File: config.mk
export PLATFORM = sky130hd
export DESIGN_NAME = ted_divider
export DESIGN_NICKNAME = d
export VERILOG_FILES = /design/src/rtl/core/ted_divider.sv
export SDC_FILE = /design/constraint.sdc
export NUM_CORES = 1
export LEC_CHECK = 0
export BUFFER_PORTS_ARGS = -buffer_cell sky130_fd_sc_hd__buf_2
export CELL_PAD_IN_SITES_DETAIL_PLACEMENT = 1
export CELL_PAD_IN_SITES_GLOBAL_PLACEMENT = 1
export CORE_AREA = 2 2 120 75
export CTS_CLUSTER_DIAMETER = 60
export DETAILED_ROUTE_END_ITERATION = 8
export DIE_AREA = 0 0 122 77
export PLACE_DENSITY_LB_ADDON = 0.1
export SLEW_MARGIN = 20
export SYNTH_ARGS = -nofsm -noshare
export SYNTH_HDL_FRONTEND = slang
export SYNTH_SLANG_ARGS = --single-unit
File: constraint.sdc
create_clock -name clock -period 7.85 [get_ports clock]
set_input_delay 0.785 -clock clock [delete_from_list [all_inputs] [get_ports clock]]
set_output_delay 0.785 -clock clock [all_outputs]
set_load 0.03 [all_outputs]
File: src/rtl/core/ted_divider.sv
module ted_divider #(
   parameter int DW = 39,
   parameter int VW = 17
) (
   input  logic          clock,
   input  logic          reset,
   input  logic          start,
   input  logic [DW-1:0] dividend,
   input  logic [VW-1:0] divisor,
   output logic          done,
   output logic [DW-1:0] quotient
);

   localparam int CW = $clog2(DW + 1);

   logic          busy_ff;
   logic          done_ff;
   logic [CW-1:0] cnt_ff;
   logic [VW-1:0] rem_ff;
   logic [DW-1:0] quo_ff;
   logic [VW:0]   trial;

   // shift in the next dividend bit and try the subtract
   assign trial = {rem_ff, quo_ff[DW-1]};

   always_ff @(posedge clock) begin
      if (reset) begin
         busy_ff <= 1'b0;
         done_ff <= 1'b0;
         cnt_ff  <= '0;
      end else begin
         done_ff <= 1'b0;
         if (start) begin
            busy_ff <= 1'b1;
            cnt_ff  <= CW'(DW);
         end else if (busy_ff) begin
            cnt_ff <= cnt_ff - CW'(1);
            if (cnt_ff == CW'(1)) begin
               busy_ff <= 1'b0;
               done_ff <= 1'b1;
            end
         end
      end
   end

   always_ff @(posedge clock) begin
      if (start) begin
         rem_ff <= '0;
         quo_ff <= dividend;
      end else if (busy_ff) begin
         if (trial >= {1'b0, divisor}) begin
            rem_ff <= VW'(trial - {1'b0, divisor});
            quo_ff <= {quo_ff[DW-2:0], 1'b1};
         end else begin
            rem_ff <= VW'(trial);
            quo_ff <= {quo_ff[DW-2:0], 1'b0};
         end
      end
   end

   assign done     = done_ff;
   assign quotient = quo_ff;

endmodule

* Yosys cells after proc, flatten, opt, wreduce, memory -nomap -nowiden *
Cells that the tools add are included.

cells by class
  $add $sub $neg = 2
  order comparisons = 1
  equal/unequal tests = 1
  muxes and demuxes = 10
  bitwise logic cells = 1
  reductions and logical operators = 3

operator list
  operator               number
  $mux W39               2
  $ge A18 B17 Y1         1
  $mux W17               1
  $sub A17 B17 Y17       1
  $mux W6                2
  $eq A6 B1 Y1 const B   1
  $sub A6 B1 Y6 const B  1
  $mux W1                5
  $reduce_or A3 Y1       1
  $reduce_bool A2 Y1     1
  $reduce_or A2 Y1       1
  $not A1 Y1             1

word-level totals
  register bits = 64
  output and inout port bits = 40

* Longest topological paths before layout *
Gate-level depths: netlist of run 1.

  depth after elaboration = 4
  gate-level depth with buffers = 13

* Least setup slack after synthesis of run 1 *
Ideal clock, no wire load.

  path type = input port to flip-flop
  start point = input port divisor[0]
  end point = register rem_ff[16]
  arrival = 3,131 ps
  slack = 4,645 ps
  stages = 11
  path buffers = 0
  cell sequence = ha_1 -> inv_1 -> fa_1 -> a21o_1 -> a221oi_2 -> o221ai_2 -> a21boi_0 -> o21ai_0 -> o21ai_0 -> mux2_2 -> a31oi_1

on the way
  word-level cells in the longest chain between the ends = 2
  elaborated cells between the ends (all ways) = 3
  those cells by class = 1 x add/sub; 1 x order compare; 1 x mux

ends and longest elaborated chain
  what                                                       RTL line  text
  from (decl)                                                9         input logic [VW-1:0] divisor,
  $sub A17 B17 Y17 / $ge A18 B17 Y1 (equally long branches)  52, 51
  $mux W17 *                                                 51        if (trial >= {1'b0, divisor}) begin
  to (signal assigned)                                       52        rem_ff <= VW'(trial - {1'b0, divisor});
  to (signal assigned)                                       55        rem_ff <= VW'(trial);
  to (decl)                                                  19        logic [VW-1:0] rem_ff;

Every way passes the cells marked *; elsewhere a longest branch is shown, timed or not.
A chain may end at the register's enable or synchronous reset.

* Final worst setup path of run 1 *
Ends and elaborated chain as after synthesis.

==> summary.txt, run 1 <==
Pwr
  – Max IR drop VDD: ~0.15 mV
  – Leak: approximately 0.002 uW
  – Total Power: ~1100 uW
  – PwrDens: around 250 mW/mm^2

Routing
  – DRC: 0
  – Pre-antenna DRT Iters: 4
  – DRT antenna net count: 0
  – Post-Route WL: between 9 and 10 mm
  – Vias per cell: between 5 and 6
  – Drt wl/cell: 17.26 um
  – Drt first-iter violations: 98
  – Via count: approximately 2800

Critical path
  – Worst EP required: between 8 and 9 ns
  – Crit path from: divisor[0]
  – Crit. End Element: flop
  – CP max stage delay: between 0.3 and 0.4 ns
  – Reg2Reg Launch Point: quotient[38]$_DFFE_PP_
  – Startpoint types: primary input
  – Most frequent CP cell: o21ai_0
  – CP Class: in2reg
  – Worst EP arrival: ~3.5 ns
  – CP Max Fanout: 3
  – Critical path cell sequence: buf_2 -> ha_1 -> inv_1 -> fa_1 -> a21o_1 -> a221oi_2 -> o221ai_2 -> a21boi_0 -> o21ai_0 -> o21ai_0 -> mux2_2 -> a31oi_1
  – Cell at the slowest stage of the critical path: fa_1

STA
  – RSZ-0062 raised after global routing: no
  – Worst-margin pin slew: 0.7239 ns
  – Max Fclk: 308.4 MHz
  – Worst slew margin: 0.5174
  – Slew Limit Fails: 0
  – Crit path time final: roughly 3.2 ns
  – Final Skew: approximately 0.0045 ns
  – Post-Route Setup TNS: 0 ns
  – Ratio of final minimum period to clock period: 0.4130
  – Final hold violations: 0
  – Final Setup Violations: 0
  – Final setup margin: 4.608 ns

Floorplan
  – Initial core utilization: 0.4312
  – Die width: around 120 um
  – Core Region: 0.008295 mm^2
  – Die area: roughly 0.0094 mm^2
  – Die Y: roughly 77 um
  – Row count: 26
  – I/O pin total: 99

Synthesis
  – Cell Area, Synth: around 0.0036 mm^2
  – Post-synth ARST share: 0
  – Synth Register Bits: 64
  – Synthesized instance count: between 300 and 400
  – Yosys cell types: 47
  – Number of enable flip-flop cells after synthesis: 39
  – Syn_area_per_cell: 10.97 um^2
  – Main flop type after synthesis: edfxtp_1
  – Syn Nets: between 400 and 500
  – Sequential area share after synthesis: 0.4673
  – Synth warnings: 0

Cells and area
  – Layout cells sized above 1: 0.3902
  – Antenna Cells: 0
  – Final instance area: between 0.004 and 0.005 mm^2
  – Layout area overhead: 26.41%
  – Non-filler cells in the finished layout: 540
  – Nets: ~500
  – Commonest non-fill, non-tap cell in the layout: buf_2
  – Most frequent cells in the layout: buf_2 (98), mux2_2 (41), edfxtp_1 (39), nor2_1 (34)

Min path
  – Type of the tightest min-delay check: reg2reg
  – Hold path startpoint: rem_ff[8]$_SDFFE_PP0P_

Clock tree
  – CTS Buffer Depth: 2
  – Clock sink count: 64
  – Total CTS buffers: 9
  – CTS Root Cell: clkbuf_16
  – # resized after CTS: 0
  – Clock Latency Late Sink: roughly 0.33 ns
  – Post-CTS Setup Inserts: 0
  – CTS tree: built
  – H-tree depth: 3
  – CTS Hold Bufs: 0
  – Clk slew on worst S/H paths: about 0.05 ns

Global routing
  – Largest net degree at the start of global routing: 62
  – Initial antenna violation count: 0
  – Total track usage: 0.2086
  – Vias in the first global route: about 2800
  – First-pass GRT wire length: ~15 mm
  – Global route total overflow: 0

Run status
  – Status: finished clean

Placement
  – Post-detail-place hpwl: about 6.8 mm
  – Placed Cells: between 500 and 600
  – Dpl ws: approximately 4.3 ns
  – Placed inst area: approximately 0.0042 mm^2
  – IO Port Bufs: 98
  – Placer Congestion: just under 0.9

Flow run
  – Max-cap violations: 0
==> logic make-up (layout without fill, tap and decap cells) <==
group,after synthesis,count (layout),share of synthesized area
adder cells (fa/ha/maj),20,20,0.07205
AND/OR/NAND/NOR,73,73,0.09269
AO/OA/AOI/OAI,62,62,0.1263
multiplexers,50,50,0.1542
XOR/XNOR,18,18,0.04407
buffers and inverters,39,141,0.04337
flip-flops,64,64,0.4673
==> cells in the mapped netlist, types with 2 or more instances <==
| library cell | number | area share |
|---|---|---|
| a211o_1 | 2 | 0.0049 |
| a211oi_1 | 12 | 0.025 |
| a21o_1 | 2 | 0.0042 |
| a21oi_1 | 13 | 0.018 |
| a31oi_1 | 2 | 0.0035 |
| clkbuf_1 | 12 | 0.013 |
| dfxtp_1 | 25 | 0.14 |
| edfxtp_1 | 39 | 0.33 |
| ha_1 | 19 | 0.066 |
| inv_1 | 24 | 0.025 |
| mux2_2 | 41 | 0.13 |
| mux2i_1 | 9 | 0.025 |
| nand2_1 | 17 | 0.018 |
| nand3_1 | 4 | 0.0056 |
| nand4_1 | 2 | 0.0035 |
| nor2_1 | 34 | 0.036 |
| nor2b_1 | 2 | 0.0035 |
| nor3_1 | 5 | 0.0070 |
| nor4b_1 | 2 | 0.0049 |
| o2111ai_1 | 2 | 0.0049 |
| o21a_1 | 5 | 0.010 |
| o21ai_0 | 10 | 0.014 |
| o21ai_1 | 2 | 0.0028 |
| o31ai_1 | 2 | 0.0042 |
| xnor2_1 | 12 | 0.029 |
| xor2_1 | 6 | 0.015 |
==> area by class of cell <==
cell class / instances / area, um^2
fillers: 935 / 3774
multi-input cells: 223 / 1750
flip-flops and latches: 64 / 1673
repair buffers: 101 / 513.0
clock buffers: 11 / 252.7
well taps: 112 / 140.1
clock inverters: 5 / 102.6
inverters: 24 / 90.09
==> critical path: cells and delay by family <==
kind	cells	cell delay, ns
buf+inv	2	0.15
fa+ha+maj	2	0.54
compound gates	7	1.67
mux	1	0.36
==> flip-flops by register name, indices dropped and copies added (netlist names) <==
name	cells
done	1
quotient	39
cnt_ff	6
busy_ff	1
rem_ff	17
==> per-stage QoR <==
stage | hold WS [ns] | utilization
after CTS | 0.5188 | 0.5449
after global placement | 0.4887 | 0.5021
after detailed placement | 0.5086 | 0.5021
after floorplan | 0.4573 | -
final | 0.5101 | 0.5451
after global routing | 0.5366 | 0.5451
==> worst paths after layout <==
kind | slack (ns) | to | cells past startpoint
min reg2reg | 0.51 | rem_ff[8]$_SDFFE_PP0P_ | 2
max | 4.61 | rem_ff[16]$_SDFFE_PP0P_ | 12
min | 0.51 | rem_ff[8]$_SDFFE_PP0P_ | 2
max reg2reg | 4.66 | rem_ff[16]$_SDFFE_PP0P_ | 12
==> power by group <==
group	internal, uW	switching [uW]	total, uW
Combinational	99.3	146	245
Clock	327	146	473
Sequential	396	24.8	421
==> per-layer routing <==
layer | share of wire | GRT usage | vias to the layer above
li1 | - | - | 1387
met1 | 0.48 | 0.2842 | 1301
met2 | 0.46 | 0.3201 | 76
met3 | 0.050 | 0.05357 | 10
met4 | 0.013 | 0.07586 | 0
met5 | 0 | 0 | -
Power figures use the tool's default switching activity.
==> run 2: changes to the inputs <==
- ABC_AREA: default -> 1
- CORE_AREA: 2 2 120 75 -> 2 2 143 89
- DIE_AREA: 0 0 122 77 -> 0 0 145 91
- clock period: 7.85 -> 2.9 ns (I/O delays scaled with it)
==> run 2 against run 1 <==
Utilization decreased by 12 points. Worst hold slack worse by 0.32 ns. Critical path type is now reg2reg. Largest cell class unchanged. Sequential share of layout area is 4.0 points lower.
==> summary.txt, run 2 <==
Run status
  – Status: finished clean

Clock tree
  – CTS Buffer Depth: 2 (unchanged)
  – CTS Root Cell: clkbuf_16
  – # resized after CTS: 0 (unchanged)
  – Clock Latency Late Sink: 0.32 ns (about the same)
  – H-tree depth: 3 (unchanged)
  – CTS Hold Bufs: 0 (unchanged)
  – Clk slew on worst S/H paths: 0.05 ns (about the same)
  – Clock sink count: 64 (unchanged)
  – Post-CTS Setup Inserts: 0 (unchanged)
  – Total CTS buffers: 9 (unchanged)
  – CTS tree: built

Synthesis
  – Syn_area_per_cell: 7.220 um^2 (-34%)
  – Cell Area, Synth: 0.004094 mm^2 (+14%)
  – Synthesized instance count: 567 (+74%)
  – Yosys cell types: 41 (-13%)
  – Most frequent cell after synthesis: nand2_1
  – Synth area leader: edfxtp_1
  – XOR/XNOR share of the synthesized area: 0.01711 (-0.02696)
  – Compound-Gate Fraction of Synth Area: 0.04156 (-0.08470)
  – Syn Nets: 646 (+60%)
  – Leading cell types by count after synthesis: nand2_1 (241), inv_1 (82), nand3_1 (42), edfxtp_1 (39), dfxtp_1 (25)
  – Synth warnings: 0 (unchanged)
  – Share of the synthesized area in the top cell type: 0.2861 (-0.04132)
  – Number of enable flip-flop cells after synthesis: 39 (unchanged)
  – Synth Register Bits: 64 (unchanged)
  – Post-synth ARST share: 0 (unchanged)
  – Area contributors post-synth: edfxtp_1 (29%), nand2_1 (22%), dfxtp_1 (12%)
  – Largest family of logic cells by synthesized area: simple AND/OR/NAND/NOR gates
  – Adder-cell share of the synthesized area: 0.06296 (-0.009095)
  – Main flop type after synthesis: edfxtp_1
  – Post-synthesis mux area share: 0 (-0.1542)
  – Sequential area share after synthesis: 0.4083 (-0.05898)
  – Post-Synth Simple-Gate Area: 0.3597 (+0.2670)

Cells and area
  – Fillers: 1552 (+66%)
  – Layout area overhead: 23.66%
  – Most frequent cells in the layout: nand2_1 (241), buf_2 (98), inv_1 (82), nand3_1 (42), edfxtp_1 (39)
  – Layout cells sized above 1: 0.2166 (-0.1736)
  – Antenna Cells: 0 (unchanged)
  – Commonest non-fill, non-tap cell in the layout: nand2_1
  – Max reg flops: 39 (unchanged)
  – Nets: 748 (+49%)

Critical path
  – Worst EP arrival: 2.50 ns (-1.00 ns)
  – Crit. End Element: flop
  – Cell at the slowest stage of the critical path: fa_1
  – Startpoint types: flop
  – CP Class: reg2reg
  – R2R Setup Slk: 0.62 ns (-4.04 ns)
  – Worst EP required: 3.12 ns (-4.99 ns)
  – CP max stage delay: 0.45 ns (+0.06 ns)
  – CP Max Fanout: 16 (+13)
  – Critical path cell sequence: inv_1 -> ha_1 -> inv_1 -> fa_1 -> nand3_2 -> nand3_2 -> nand2_2 -> nand2_2 -> nand2_1 -> nand3_1 -> o21ai_0

Placement
  – IO Port Bufs: 98 (unchanged)
  – Placer Congestion: 0.8856 (about the same)
  – Post-detail-place hpwl: 9.543 mm (+40%)

Routing
  – Drt first-iter violations: 153 (+56%)
  – Drt wl/cell: 14.14 um (-18%)
  – DRT antenna net count: 0 (unchanged)
  – Pre-antenna DRT Iters: 4 (unchanged)
  – Post-Route WL: 11.86 mm (+27%)
  – Via count: 3884 (+40%)
  – DRC: 0 (unchanged)
  – Vias per cell: 4.629 (-9.9%)

STA
  – Final Skew: 0.004904 ns (+0.0003645 ns)
  – Post-Route Setup TNS: 0 ns (unchanged)
  – Slew Limit Fails: 0 (unchanged)
  – Final hold violations: 0 (unchanged)
  – RSZ-0062 raised after global routing: no
  – Worst slew margin: 0.6533 (+0.1359)
  – Max Fclk: ~440 MHz
  – Final Setup Violations: 0 (unchanged)
  – Ratio of final minimum period to clock period: 0.7861
  – Crit path time final: approximately 2.3 ns
  – Worst-margin pin slew: 0.5168 ns (-0.2070 ns)

Global routing
  – Vias in the first global route: 3860 (+36%)
  – Total track usage: 0.1886 (-0.01995)
  – Initial antenna violation count: 0 (unchanged)
  – First-pass GRT wire length: 19.75 mm (+32%)
  – Largest net degree at the start of global routing: 44 (-29%)
  – Global route total overflow: 0 (unchanged)

Floorplan
  – I/O pin total: 99 (unchanged)
  – Die width: 145 um (+19%)
  – Initial core utilization: 0.3461 (-0.08516)
  – Core Region: 0.01183 mm^2 (+43%)
  – Die area: 0.01320 mm^2 (+40%)
  – Row count: 31 (+19%)
  – Die Y: 91 um (+18%)

Pwr
  – PwrDens: 531.4 mW/mm^2 (+110%)
  – Max IR drop VDD: 0.3821 mV (+160%)
  – Total Power: 2690 uW (+140%)
  – Leak: 0.002769 uW (+40%)

Min path
  – Type of the tightest min-delay check: in2reg

Flow run
  – Max-cap violations: 0 (unchanged)
-- run 2: cell types whose count changed after synthesis, sizes merged, moves of 9 or more --
cell / change
nand2: +230
inv: +60
nand3: +45
mux2: -41
a211oi: -11
mux2i: -9
-- run 2: critical path, delay by kind of cell (launching register included) --
kind | cells | cell delay (ns)
compound gates | 1 | 0.11
fa+ha+maj | 2 | 0.61
buf+inv | 2 | 0.17
flops | 1 | 0.39
simple gates | 6 | 0.90
-- run 2: layer usage --
layer / vias to the layer above / GRT usage / part of all wire
met4: 0 / 0.03465 / 0.0060
met2: 95 / 0.2746 / 0.41
li1: 1985 / - / -
met3: 6 / 0.04975 / 0.068
met1: 1798 / 0.2812 / 0.52
met5: - / 0 / 0
-- run 2: final cells by class --
type                            count  area [um^2]  share of cell area
Clock inverter                      6        83.83             0.01656
Multi-Input combinational cell    400         1971              0.3893
Clock buffer                       10        229.0             0.04523
Sequential cell                    64         1672              0.3302
Inverter                           86        322.8             0.06377
Timing Repair Buffer              108        578.1              0.1142
Tap cell                          165        206.4             0.04078
-- run 2: logic make-up after synthesis --
logic type,count (synthesis)
AOI/OAI and AO/OA,31
xor gates and xnor gates,8
adders and majority gates,20
buffers and inverters,103
DFF,64
and+or+nand+nor,341
-- run 2: worst paths after layout --
| kind | start | end | cells past startpoint |
|---|---|---|---|
| max | quotient[38]$_DFFE_PP_ | rem_ff[2]$_SDFFE_PP0P_ | 11 |
| min reg2reg | rem_ff[16]$_SDFFE_PP0P_ | rem_ff[16]$_SDFFE_PP0P_ | 2 |
| min | reset | cnt_ff[1]$_SDFFE_PP0P_ | 2 |
| max reg2reg | quotient[38]$_DFFE_PP_ | rem_ff[2]$_SDFFE_PP0P_ | 11 |
-- run 2: per-stage QoR --
stage	hold WS, ns	std cells	util	instance area [um^2]	setup WS [ns]
2_1_floorplan	0.3685	567	-	4094	0.7437
5_1_grt	0.1777	839	0.4279	5062	0.3879
6_report	0.1886	839	0.4279	5062	0.6204
4_1_cts	0.1640	839	0.4279	5062	0.5995
3_3_place_gp	0.4622	823	0.4015	4750	0.7330
3_5_place_dp	0.4750	823	0.4015	4750	0.6308
-- run 2: report_power, final --
group	leakage, uW	internal (uW)	switching [uW]
logic	0.00201	146	313
clock network	0.000156	749	391
registers	0.000603	1050	40.4
total	0.00277	1950	744
